`src/lsse_pkg.sv`:
```
// shared types, pattern codes and steering constants for the line sensor steering block
package lsse_pkg;

    // sample width in use; fields arrive 12 bits wide
    localparam int SAMPLE_BITS = 12;
    localparam int FIELD_BITS  = 12;
    localparam int CMP_BITS    = (SAMPLE_BITS < FIELD_BITS) ? SAMPLE_BITS : FIELD_BITS;

    localparam logic [FIELD_BITS-1:0] THRESHOLD_RESET = 12'd2048;

    typedef logic [3:0]         pattern_t;
    typedef logic signed [11:0] steer_t;
    typedef logic signed [10:0] stored_err_t;

    // black patterns, bit 0 outer left .. bit 3 outer right
    localparam pattern_t PAT_WHITE     = 4'h0;
    localparam pattern_t PAT_OL        = 4'h1;
    localparam pattern_t PAT_IL        = 4'h2;
    localparam pattern_t PAT_OL_IL     = 4'h3;
    localparam pattern_t PAT_CROSS_A   = 4'h5;
    localparam pattern_t PAT_STRAIGHT  = 4'h6;
    localparam pattern_t PAT_LEFT3     = 4'h7;
    localparam pattern_t PAT_OR        = 4'h8;
    localparam pattern_t PAT_CROSS_B   = 4'h9;
    localparam pattern_t PAT_CROSS_C   = 4'hA;
    localparam pattern_t PAT_GAP_IR    = 4'hB;
    localparam pattern_t PAT_IR        = 4'h4;
    localparam pattern_t PAT_IR_OR     = 4'hC;
    localparam pattern_t PAT_GAP_IL    = 4'hD;
    localparam pattern_t PAT_RIGHT3    = 4'hE;
    localparam pattern_t PAT_ALL_BLACK = 4'hF;

    typedef enum logic [1:0] {
        TREND_STRAIGHT = 2'd0,
        TREND_LEFT     = 2'd1,
        TREND_RIGHT    = 2'd2
    } trend_t;

    // errors in hundredths
    localparam steer_t ERR_NEAR  = 12'sd180;
    localparam steer_t ERR_MID   = 12'sd280;
    localparam steer_t ERR_WIDE  = 12'sd350;
    localparam steer_t ERR_EDGE  = 12'sd420;
    localparam steer_t ERR_CROSS = 12'sd190;
    localparam steer_t ERR_LIMIT = 12'sd1200;

    localparam logic [10:0] STRENGTH_BASE = 11'd400;
    localparam logic [10:0] STRENGTH_STEP = 11'd25;
    localparam logic [10:0] STRENGTH_MAX  = 11'd1200;
    localparam logic [5:0]  LOST_MAX      = 6'd63;
    localparam logic [1:0]  GLITCH_MAX    = 2'd3;
    localparam logic [1:0]  GLITCH_PASS   = 2'd2;

    // x/10 as (x * 6554) >> 16, exact for x below 16384
    localparam logic [26:0] RECIP_TENTH = 27'd6554;
    localparam int          RECIP_SHIFT = 16;

    typedef struct packed {
        logic [FIELD_BITS-1:0] sample_outer_left;
        logic [FIELD_BITS-1:0] sample_inner_left;
        logic [FIELD_BITS-1:0] sample_inner_right;
        logic [FIELD_BITS-1:0] sample_outer_right;
    } sample_t;

    typedef struct packed {
        steer_t   steer_error;
        pattern_t filtered_pattern;
    } result_t;

endpackage

```
`src/lsse_filter.sv`:
```
// pattern validation, trend and lost-line state, and steering error selection
module lsse_filter
(
    input  logic                clk,
    input  logic                rst_n,
    input  logic                step,
    input  lsse_pkg::pattern_t  raw,
    output lsse_pkg::result_t   step_result
);

    lsse_pkg::pattern_t    last_valid_pattern_reg, last_valid_pattern_next;
    logic [1:0]            glitch_count_reg, glitch_count_next;
    lsse_pkg::stored_err_t last_error_reg, last_error_next;
    logic [5:0]            lost_count_reg, lost_count_next;
    lsse_pkg::trend_t      curve_trend_reg, curve_trend_next;

    lsse_pkg::pattern_t diff;
    logic [2:0]         diff_count;
    logic               jump_big;
    logic [1:0]         glitch_inc;
    logic               hold_prev;
    logic               is_cross;
    lsse_pkg::pattern_t pat;

    logic [10:0]        mag;
    logic [13:0]        mag_x7;
    logic [26:0]        prod;
    logic [9:0]         quot;
    lsse_pkg::steer_t   scaled;

    logic [10:0]        strength_raw;
    logic [10:0]        strength;
    logic               steer_left;
    lsse_pkg::steer_t   err;

    // validation
    always_comb
    begin
        diff       = raw ^ last_valid_pattern_reg;
        diff_count = {2'b00, diff[0]} + {2'b00, diff[1]} + {2'b00, diff[2]} + {2'b00, diff[3]};
        jump_big   = (diff_count >= 3'd3);
        glitch_inc = (glitch_count_reg == lsse_pkg::GLITCH_MAX) ? glitch_count_reg
                                                                : glitch_count_reg + 2'd1;
        is_cross   = (raw == lsse_pkg::PAT_CROSS_A) || (raw == lsse_pkg::PAT_CROSS_B)
                  || (raw == lsse_pkg::PAT_CROSS_C);
        hold_prev  = 1'b0;
        if (raw == lsse_pkg::PAT_STRAIGHT)
        begin
            glitch_count_next = 2'd0;
        end
        else if (jump_big)
        begin
            glitch_count_next = glitch_inc;
            hold_prev         = (glitch_inc < lsse_pkg::GLITCH_PASS);
        end
        else
        begin
            glitch_count_next = 2'd0;
        end
        if (raw != lsse_pkg::PAT_STRAIGHT && (hold_prev || is_cross))
            pat = last_valid_pattern_reg;
        else
            pat = raw;
        last_valid_pattern_next = pat;
    end

    // 7/10 of last error, rounded half away from zero
    always_comb
    begin
        mag    = 11'(last_error_reg[10] ? -last_error_reg : last_error_reg);
        mag_x7 = 14'({3'b000, mag} * 14'd7) + 14'd5;
        prod   = 27'(mag_x7) * lsse_pkg::RECIP_TENTH;
        quot   = prod[lsse_pkg::RECIP_SHIFT +: 10];
        scaled = last_error_reg[10] ? -$signed({2'b00, quot}) : $signed({2'b00, quot});
    end

    // trend, lost count and error
    always_comb
    begin
        curve_trend_next = curve_trend_reg;
        lost_count_next  = lost_count_reg;
        last_error_next  = last_error_reg;
        err              = '0;

        strength_raw = lsse_pkg::STRENGTH_BASE
                     + 11'({5'b00000, lost_count_next} * lsse_pkg::STRENGTH_STEP);
        strength     = '0;
        steer_left   = (curve_trend_reg == lsse_pkg::TREND_LEFT) || (last_error_reg > 11'sd0);

        unique case (pat)
            lsse_pkg::PAT_IR, lsse_pkg::PAT_IR_OR, lsse_pkg::PAT_OR, lsse_pkg::PAT_RIGHT3:
                curve_trend_next = lsse_pkg::TREND_LEFT;
            lsse_pkg::PAT_IL, lsse_pkg::PAT_OL_IL, lsse_pkg::PAT_OL, lsse_pkg::PAT_LEFT3:
                curve_trend_next = lsse_pkg::TREND_RIGHT;
            lsse_pkg::PAT_STRAIGHT:
                curve_trend_next = lsse_pkg::TREND_STRAIGHT;
            default:
                curve_trend_next = curve_trend_reg;
        endcase

        unique case (pat)
            lsse_pkg::PAT_STRAIGHT:
            begin
                err             = '0;
                last_error_next = '0;
                lost_count_next = '0;
            end
            lsse_pkg::PAT_IL:    err = -lsse_pkg::ERR_NEAR;
            lsse_pkg::PAT_IR:    err =  lsse_pkg::ERR_NEAR;
            lsse_pkg::PAT_OL_IL: err = -lsse_pkg::ERR_MID;
            lsse_pkg::PAT_IR_OR: err =  lsse_pkg::ERR_MID;
            lsse_pkg::PAT_LEFT3: err = -lsse_pkg::ERR_WIDE;
            lsse_pkg::PAT_RIGHT3: err = lsse_pkg::ERR_WIDE;
            lsse_pkg::PAT_OL:    err = -lsse_pkg::ERR_EDGE;
            lsse_pkg::PAT_OR:    err =  lsse_pkg::ERR_EDGE;
            lsse_pkg::PAT_ALL_BLACK:
            begin
                lost_count_next = '0;
                if (curve_trend_reg == lsse_pkg::TREND_LEFT)
                    err = lsse_pkg::ERR_CROSS;
                else if (curve_trend_reg == lsse_pkg::TREND_RIGHT)
                    err = -lsse_pkg::ERR_CROSS;
                else
                    err = '0;
            end
            lsse_pkg::PAT_WHITE:
            begin
                if (lost_count_reg != lsse_pkg::LOST_MAX)
                    lost_count_next = lost_count_reg + 6'd1;
                strength_raw = lsse_pkg::STRENGTH_BASE
                             + 11'({5'b00000, lost_count_next} * lsse_pkg::STRENGTH_STEP);
                strength = (strength_raw > lsse_pkg::STRENGTH_MAX) ? lsse_pkg::STRENGTH_MAX
                                                                    : strength_raw;
                err = steer_left ? $signed({1'b0, strength}) : -$signed({1'b0, strength});
            end
            default:
                err = scaled;
        endcase

        // table patterns remember their error
        if (pat != lsse_pkg::PAT_STRAIGHT && pat != lsse_pkg::PAT_ALL_BLACK
            && pat != lsse_pkg::PAT_WHITE && pat != lsse_pkg::PAT_GAP_IR
            && pat != lsse_pkg::PAT_GAP_IL
            && pat != lsse_pkg::PAT_CROSS_A && pat != lsse_pkg::PAT_CROSS_B
            && pat != lsse_pkg::PAT_CROSS_C)
            last_error_next = 11'(err);

        step_result.steer_error      = err;
        step_result.filtered_pattern = pat;
    end

    always_ff @(posedge clk or negedge rst_n)
    begin
        if (!rst_n)
        begin
            last_valid_pattern_reg <= lsse_pkg::PAT_STRAIGHT;
            glitch_count_reg       <= '0;
            last_error_reg         <= '0;
            lost_count_reg         <= '0;
            curve_trend_reg        <= lsse_pkg::TREND_STRAIGHT;
        end
        else if (step)
        begin
            last_valid_pattern_reg <= last_valid_pattern_next;
            glitch_count_reg       <= glitch_count_next;
            last_error_reg         <= last_error_next;
            lost_count_reg         <= lost_count_next;
            curve_trend_reg        <= curve_trend_next;
        end
    end

endmodule

```
`src/line_sensor_steering_error.sv`:
```
// top level: threshold register, input pattern stage and result register
//
// Takes one beat of four line-sensor samples per clock while sample_ready is high and returns one
// result beat per sample beat: the validated 4-bit black pattern and a signed steering error in
// hundredths. A sample strictly below the threshold register counts as black. The threshold
// compare is registered into a 4-bit pattern stage, and validation, trend tracking and the error
// pick run combinationally from that stage into the result register. Throughput is one beat per
// clock while result_ready holds; the filter state updates once per beat. Each stage moves only
// when the one after it can take the beat: the result register loads only while it is empty or
// being drained, and the pattern stage also fills while it is empty. The threshold may only
// be written while no beat is in flight; cfg_ready is always high.
module line_sensor_steering_error
(
    input  logic                                clk,
    input  logic                                rst_n,

    // sample channel
    input  logic                                sample_valid,
    output logic                                sample_ready,
    input  lsse_pkg::sample_t                   sample,

    // result channel
    output logic                                result_valid,
    input  logic                                result_ready,
    output lsse_pkg::result_t                   result,

    // threshold write channel
    input  logic                                cfg_valid,
    output logic                                cfg_ready,
    input  logic [lsse_pkg::FIELD_BITS-1:0]     cfg_threshold
);

    localparam int CB = lsse_pkg::CMP_BITS;

    logic [lsse_pkg::FIELD_BITS-1:0] threshold_reg;

    // pattern stage
    logic               s1_valid_reg, s1_valid_next;
    lsse_pkg::pattern_t raw_reg;
    lsse_pkg::pattern_t raw_next;

    // result stage
    logic               result_valid_reg, result_valid_next;
    lsse_pkg::result_t  result_reg;

    logic               s2_ready;
    logic               s1_advance;
    lsse_pkg::result_t  step_result;

    assign cfg_ready = 1'b1;

    always_ff @(posedge clk or negedge rst_n)
    begin
        if (!rst_n)
            threshold_reg <= lsse_pkg::THRESHOLD_RESET;
        else if (cfg_valid)
            threshold_reg <= cfg_threshold;
    end

    // handshake chain: each stage moves when the one after it can take the beat
    assign s2_ready     = !result_valid_reg || result_ready;
    assign s1_advance   = s1_valid_reg && s2_ready;
    assign sample_ready = !s1_valid_reg || s2_ready;

    always_comb
    begin
        // black when below threshold, low bits only
        raw_next[0] = sample.sample_outer_left[CB-1:0]  < threshold_reg[CB-1:0];
        raw_next[1] = sample.sample_inner_left[CB-1:0]  < threshold_reg[CB-1:0];
        raw_next[2] = sample.sample_inner_right[CB-1:0] < threshold_reg[CB-1:0];
        raw_next[3] = sample.sample_outer_right[CB-1:0] < threshold_reg[CB-1:0];

        s1_valid_next = sample_ready ? sample_valid : s1_valid_reg;
        result_valid_next = s2_ready ? s1_valid_reg : result_valid_reg;
    end

    always_ff @(posedge clk or negedge rst_n)
    begin
        if (!rst_n)
        begin
            s1_valid_reg     <= 1'b0;
            result_valid_reg <= 1'b0;
        end
        else
        begin
            s1_valid_reg     <= s1_valid_next;
            result_valid_reg <= result_valid_next;
        end
    end

    always_ff @(posedge clk)
    begin
        if (sample_valid && sample_ready)
            raw_reg <= raw_next;
        if (s1_advance)
            result_reg <= step_result;
    end

    // filter state steps once per beat leaving the pattern stage
    lsse_filter u_filter
    (
        .clk         (clk),
        .rst_n       (rst_n),
        .step        (s1_advance),
        .raw         (raw_reg),
        .step_result (step_result)
    );

    assign result_valid = result_valid_reg;
    assign result       = result_reg;

    // cross patterns never leave the filter
    a_no_cross_out: assert property (@(posedge clk) disable iff (!rst_n)
        result_valid |-> (result.filtered_pattern != lsse_pkg::PAT_CROSS_A)
                      && (result.filtered_pattern != lsse_pkg::PAT_CROSS_B)
                      && (result.filtered_pattern != lsse_pkg::PAT_CROSS_C))
        else $error("cross pattern reached the result");

    // centered line gives no error
    a_straight_zero: assert property (@(posedge clk) disable iff (!rst_n)
        result_valid && (result.filtered_pattern == lsse_pkg::PAT_STRAIGHT)
        |-> (result.steer_error == '0))
        else $error("straight pattern with nonzero error");

    // error stays within the lost-line limit
    a_error_range: assert property (@(posedge clk) disable iff (!rst_n)
        result_valid |-> (result.steer_error <= lsse_pkg::ERR_LIMIT)
                      && (result.steer_error >= -lsse_pkg::ERR_LIMIT))
        else $error("steering error out of range");

    // a pattern beat blocked by a full result register is kept
    a_stage_hold: assert property (@(posedge clk) disable iff (!rst_n)
        s1_valid_reg && !s2_ready |=> s1_valid_reg && $stable(raw_reg))
        else $error("pattern stage lost a blocked beat");

endmodule
```
`config.mk`:
```
export PLATFORM = sky130hd
export DESIGN_NAME = line_sensor_steering_error
export DESIGN_NICKNAME = d
export VERILOG_FILES = /design/src/lsse_pkg.sv /design/src/lsse_filter.sv /design/src/line_sensor_steering_error.sv
export SDC_FILE = /design/constraint.sdc
export NUM_CORES = 1
export LEC_CHECK = 0
export ABC_AREA = 1
export BUFFER_PORTS_ARGS = -buffer_cell sky130_fd_sc_hd__buf_2
export CAP_MARGIN = 20
export CORE_MARGIN = 1.5
export CORE_UTILIZATION = 40
export DETAILED_ROUTE_END_ITERATION = 8
export PLACE_DENSITY_LB_ADDON = 0.25
export SYNTH_ARGS = -nofsm -noshare
export SYNTH_HDL_FRONTEND = slang
export SYNTH_SLANG_ARGS = --single-unit
```
`constraint.sdc`:
```
create_clock -name clk -period 11.6 [get_ports clk]
set_input_delay 1.16 -clock clk [delete_from_list [all_inputs] [get_ports clk]]
set_output_delay 1.16 -clock clk [all_outputs]
set_load 0.005 [all_outputs]
```
==> key figures <==
Run status
  • Status: completed

Global route
  • Grt ovf: 0
  • First-pass GRT wire length: 38220 um
  • Antenna violations before repair: 0
  • Vias in the first global route: between 8k and 9k
  • Total Routing Usage GR: 19.26%
  • Largest net degree at the start of global routing: 40

Detailed routing
  • Initial drt markers: between 400 and 500
  • DRC violations left: 0
  • Routed length per placed instance: 13.18 um
  • Final ANT Viol Nets: 0
  • Total Routed Length: 22280 um
  • Via count: 8095
  • Vias per cell: 4.787
  • Drt first pass iters: 5

Setup path
  • CP Capture Type: flip-flop
  • Slowest cell on crit path: xor2_1
  • Worst path arrival time: 9.11 ns
  • CP Launch Type: flip-flop
  • Req. time, crit path: between 10 and 15 ns
  • Delay of the slowest cell on the worst path: 0.60 ns
  • Reg2reg path depth: 42
  • Worst setup path class: flip-flop to flip-flop
  • Most used cell, CP: nand2_1
  • Maximum fanout along the worst path: 8

Floorplanning
  • Die area: approximately 25000 um^2
  • Die W: 157.9 um
  • IO Count: 84
  • Row cnt: 56
  • Starting Density: 40.77%
  • Die Ht: approximately 160 um
  • Core area: ~24000 um^2

Logic synthesis
  • Post-synth EDFFs: 20
  • Asr flop ratio synth: between 60% and 70%
  • Syn_nets: 1583
  • Post-Syn Instances: 1283
  • Synthesized area: ~9600 um^2
  • Top cell type's share of synthesized area: 24.11%
  • Library cells used by synthesis: slightly above 50
  • Synth warnings: 0
  • Post-synthesis sequential area ratio: 16.46%
  • Cell type with the largest total area after synthesis: ha_1
  • Avg Synthesized Cell Area: 7.482 um^2
  • Area contributors post-synth: ha_1 24%, nand2_1 12%, fa_1 10%, inv_1 10%, dfrtp_1 9.4%
  • FF+latch count, synth: between 50 and 60
  • Top FF cell, synth: dfrtp_1

Clock network
  • Post-CTS resize count: 0
  • CTS Root Cell: clkbuf_16
  • TritonCTS Buffers: 9
  • Clk slew on worst S/H paths: 0.06 ns
  • Worst-skew pair later-pin latency: 0.34 ns
  • CTS tree: yes
  • Maximum root-to-sink buffer count: 2
  • Postcts setup bufs: 0
  • CTS Hold Bufs: 0
  • CTS sink cnt: approximately 60
  • CTS H-tree lvls: 3

Layout
  • Commonest non-fill, non-tap cell in the layout: nand2_1
  • Share of cells above drive strength 1: between 10% and 20%
  • Area delta synth->final: 11.08%
  • Commonest non-fill, non-tap cells in the layout: 296 x nand2_1, 257 x inv_1, 185 x ha_1
  • Inserted Diodes: 0
  • Nets: 1667
  • Max FFs per register: 16
  • Layout fillers: 2385

Min path
  • Hold depth: 2
  • Hold crit path type: flip-flop to flip-flop

Timing
  • Max Clock Skew: 0.009486 ns
  • Worst Tran Pin Value: about 0.96 ns
  • Count of final setup violators: 0
  • Final hold vios: 0
  • Max-slew violation count: 0
  • Sum Neg Setup Slack: 0 ns
  • Unrepaired setup endpoints after global routing: no
  • Slew HR: a little over a third
  • Fin crit share: 77.76%
  • Min cycle time layout: 9.020 ns
  • Peak Freq: 110.9 MHz

Placed design
  • RePlAce Congestion: between 0.9 and 1
  • Port Buf Inserts: about 80
  • Detailed placement HPWL: roughly 19000 um

Run
  • Max_cap viols: 0
-- Yosys cell counts (3+ instances only) --
master    instances
o21a_1            7
xor2_1           36
o22ai_1           7
nand2_2          10
or2_2             4
dfstp_2           3
nor3_1           14
nand2_1         296
o31ai_1           4
nor2_4            3
nand4_1          13
o21bai_1          7
ha_1            185
o21ai_2           9
nor2_1           67
buf_2             3
clkbuf_1          4
nor2_2            5
nand3b_1         10
o21ai_1           5
dfrtp_1          36
a21o_1            9
fa_1             50
inv_2             6
xnor2_1          14
o21ai_0          41
o211ai_1          5
nand3_1          67
inv_1           257
a21oi_1          59
edfxtp_1         20
nand2_4           5
-- per-stage QoR --
stage / setup slack, ns / std cells / hold WS (ns) / utilization, % / cell area [um^2]
2_1_floorplan: 3.531 / 1283 / 0.4717 / - / 9599
3_3_place_gp: 2.842 / 1675 / 0.5075 / 43.99 / 10360
5_1_grt: 1.728 / 1691 / 0.5624 / 45.29 / 10660
3_5_place_dp: 2.604 / 1675 / 0.5028 / 43.99 / 10360
4_1_cts: 2.565 / 1691 / 0.5283 / 45.29 / 10660
6_report: 2.580 / 1691 / 0.5255 / 45.29 / 10660
-- worst paths after layout --
kind | start | to | slack (ns)
max reg2reg | u_filter.last_error_reg[0]$_DFFE_PN0P_ | result[14]$_DFFE_PP_ | 2.58
min | u_filter.last_valid_pattern_reg[2]$_DFFE_PN1P_ | u_filter.last_valid_pattern_reg[2]$_DFFE_PN1P_ | 0.53
max | u_filter.last_error_reg[0]$_DFFE_PN0P_ | result[14]$_DFFE_PP_ | 2.58
min reg2reg | u_filter.last_valid_pattern_reg[2]$_DFFE_PN1P_ | u_filter.last_valid_pattern_reg[2]$_DFFE_PN1P_ | 0.53
max in group asynchronous | rst_n | threshold_reg[10]$_DFFE_PN0P_ | 10.02
min in group asynchronous | rst_n | u_filter.lost_count_reg[5]$_DFFE_PN0P_ | 0.96
-- critical path: cells and delay by family, from the launching register on --
kind                     cells  cell delay [ns]
AO/OA/AOI/OAI                2             0.39
buffers and inverters        7             0.69
flip-flops                   1             0.45
adder cells (fa/ha/maj)     10             3.77
XOR/XNOR                     4             1.34
AND/OR/NAND/NOR             19             2.13
-- logic make-up (layout without fill, tap and decap cells) --
| group | count (synthesis) | count (layout) | share of synthesized area, % |
|---|---|---|---|
| compound gates | 161 | 161 | 10.23 |
| xor+xnor | 50 | 50 | 4.562 |
| buf+inv | 274 | 363 | 10.91 |
| other cells | 1 | 1 | 0.03907 |
| flops | 59 | 59 | 16.46 |
| simple gates | 501 | 501 | 23.04 |
| fa+ha+maj | 237 | 237 | 34.75 |
-- routing by layer --
| layer | routed length, um | up-vias | part of all wire (%) | GRT usage [%] |
|---|---|---|---|---|
| met4 | 350 | 0 | 1.6 | 5.166 |
| met5 | 0 | - | 0 | 0 |
| met2 | 10160 | 145 | 46 | 32.44 |
| met3 | 930 | 21 | 4.2 | 2.765 |
| met1 | 10830 | 3647 | 49 | 25.69 |
| li1 | - | 4282 | - | - |
-- layout make-up --
cell class	count	area (um^2)	area share, %
Clock buffer	12	257.7	2.417
Sequential cell	59	1580	14.82
Inverter	265	994.7	9.329
Tap cell	319	399.1	3.743
Multi-Input combinational cell	950	6972	65.38
Timing Repair Buffer	82	410.4	3.849
Clock inverter	4	48.80	0.4576
Power is not shown: default switching activity piles up to over one toggle a cycle in this logic, so the estimate is an artifact.
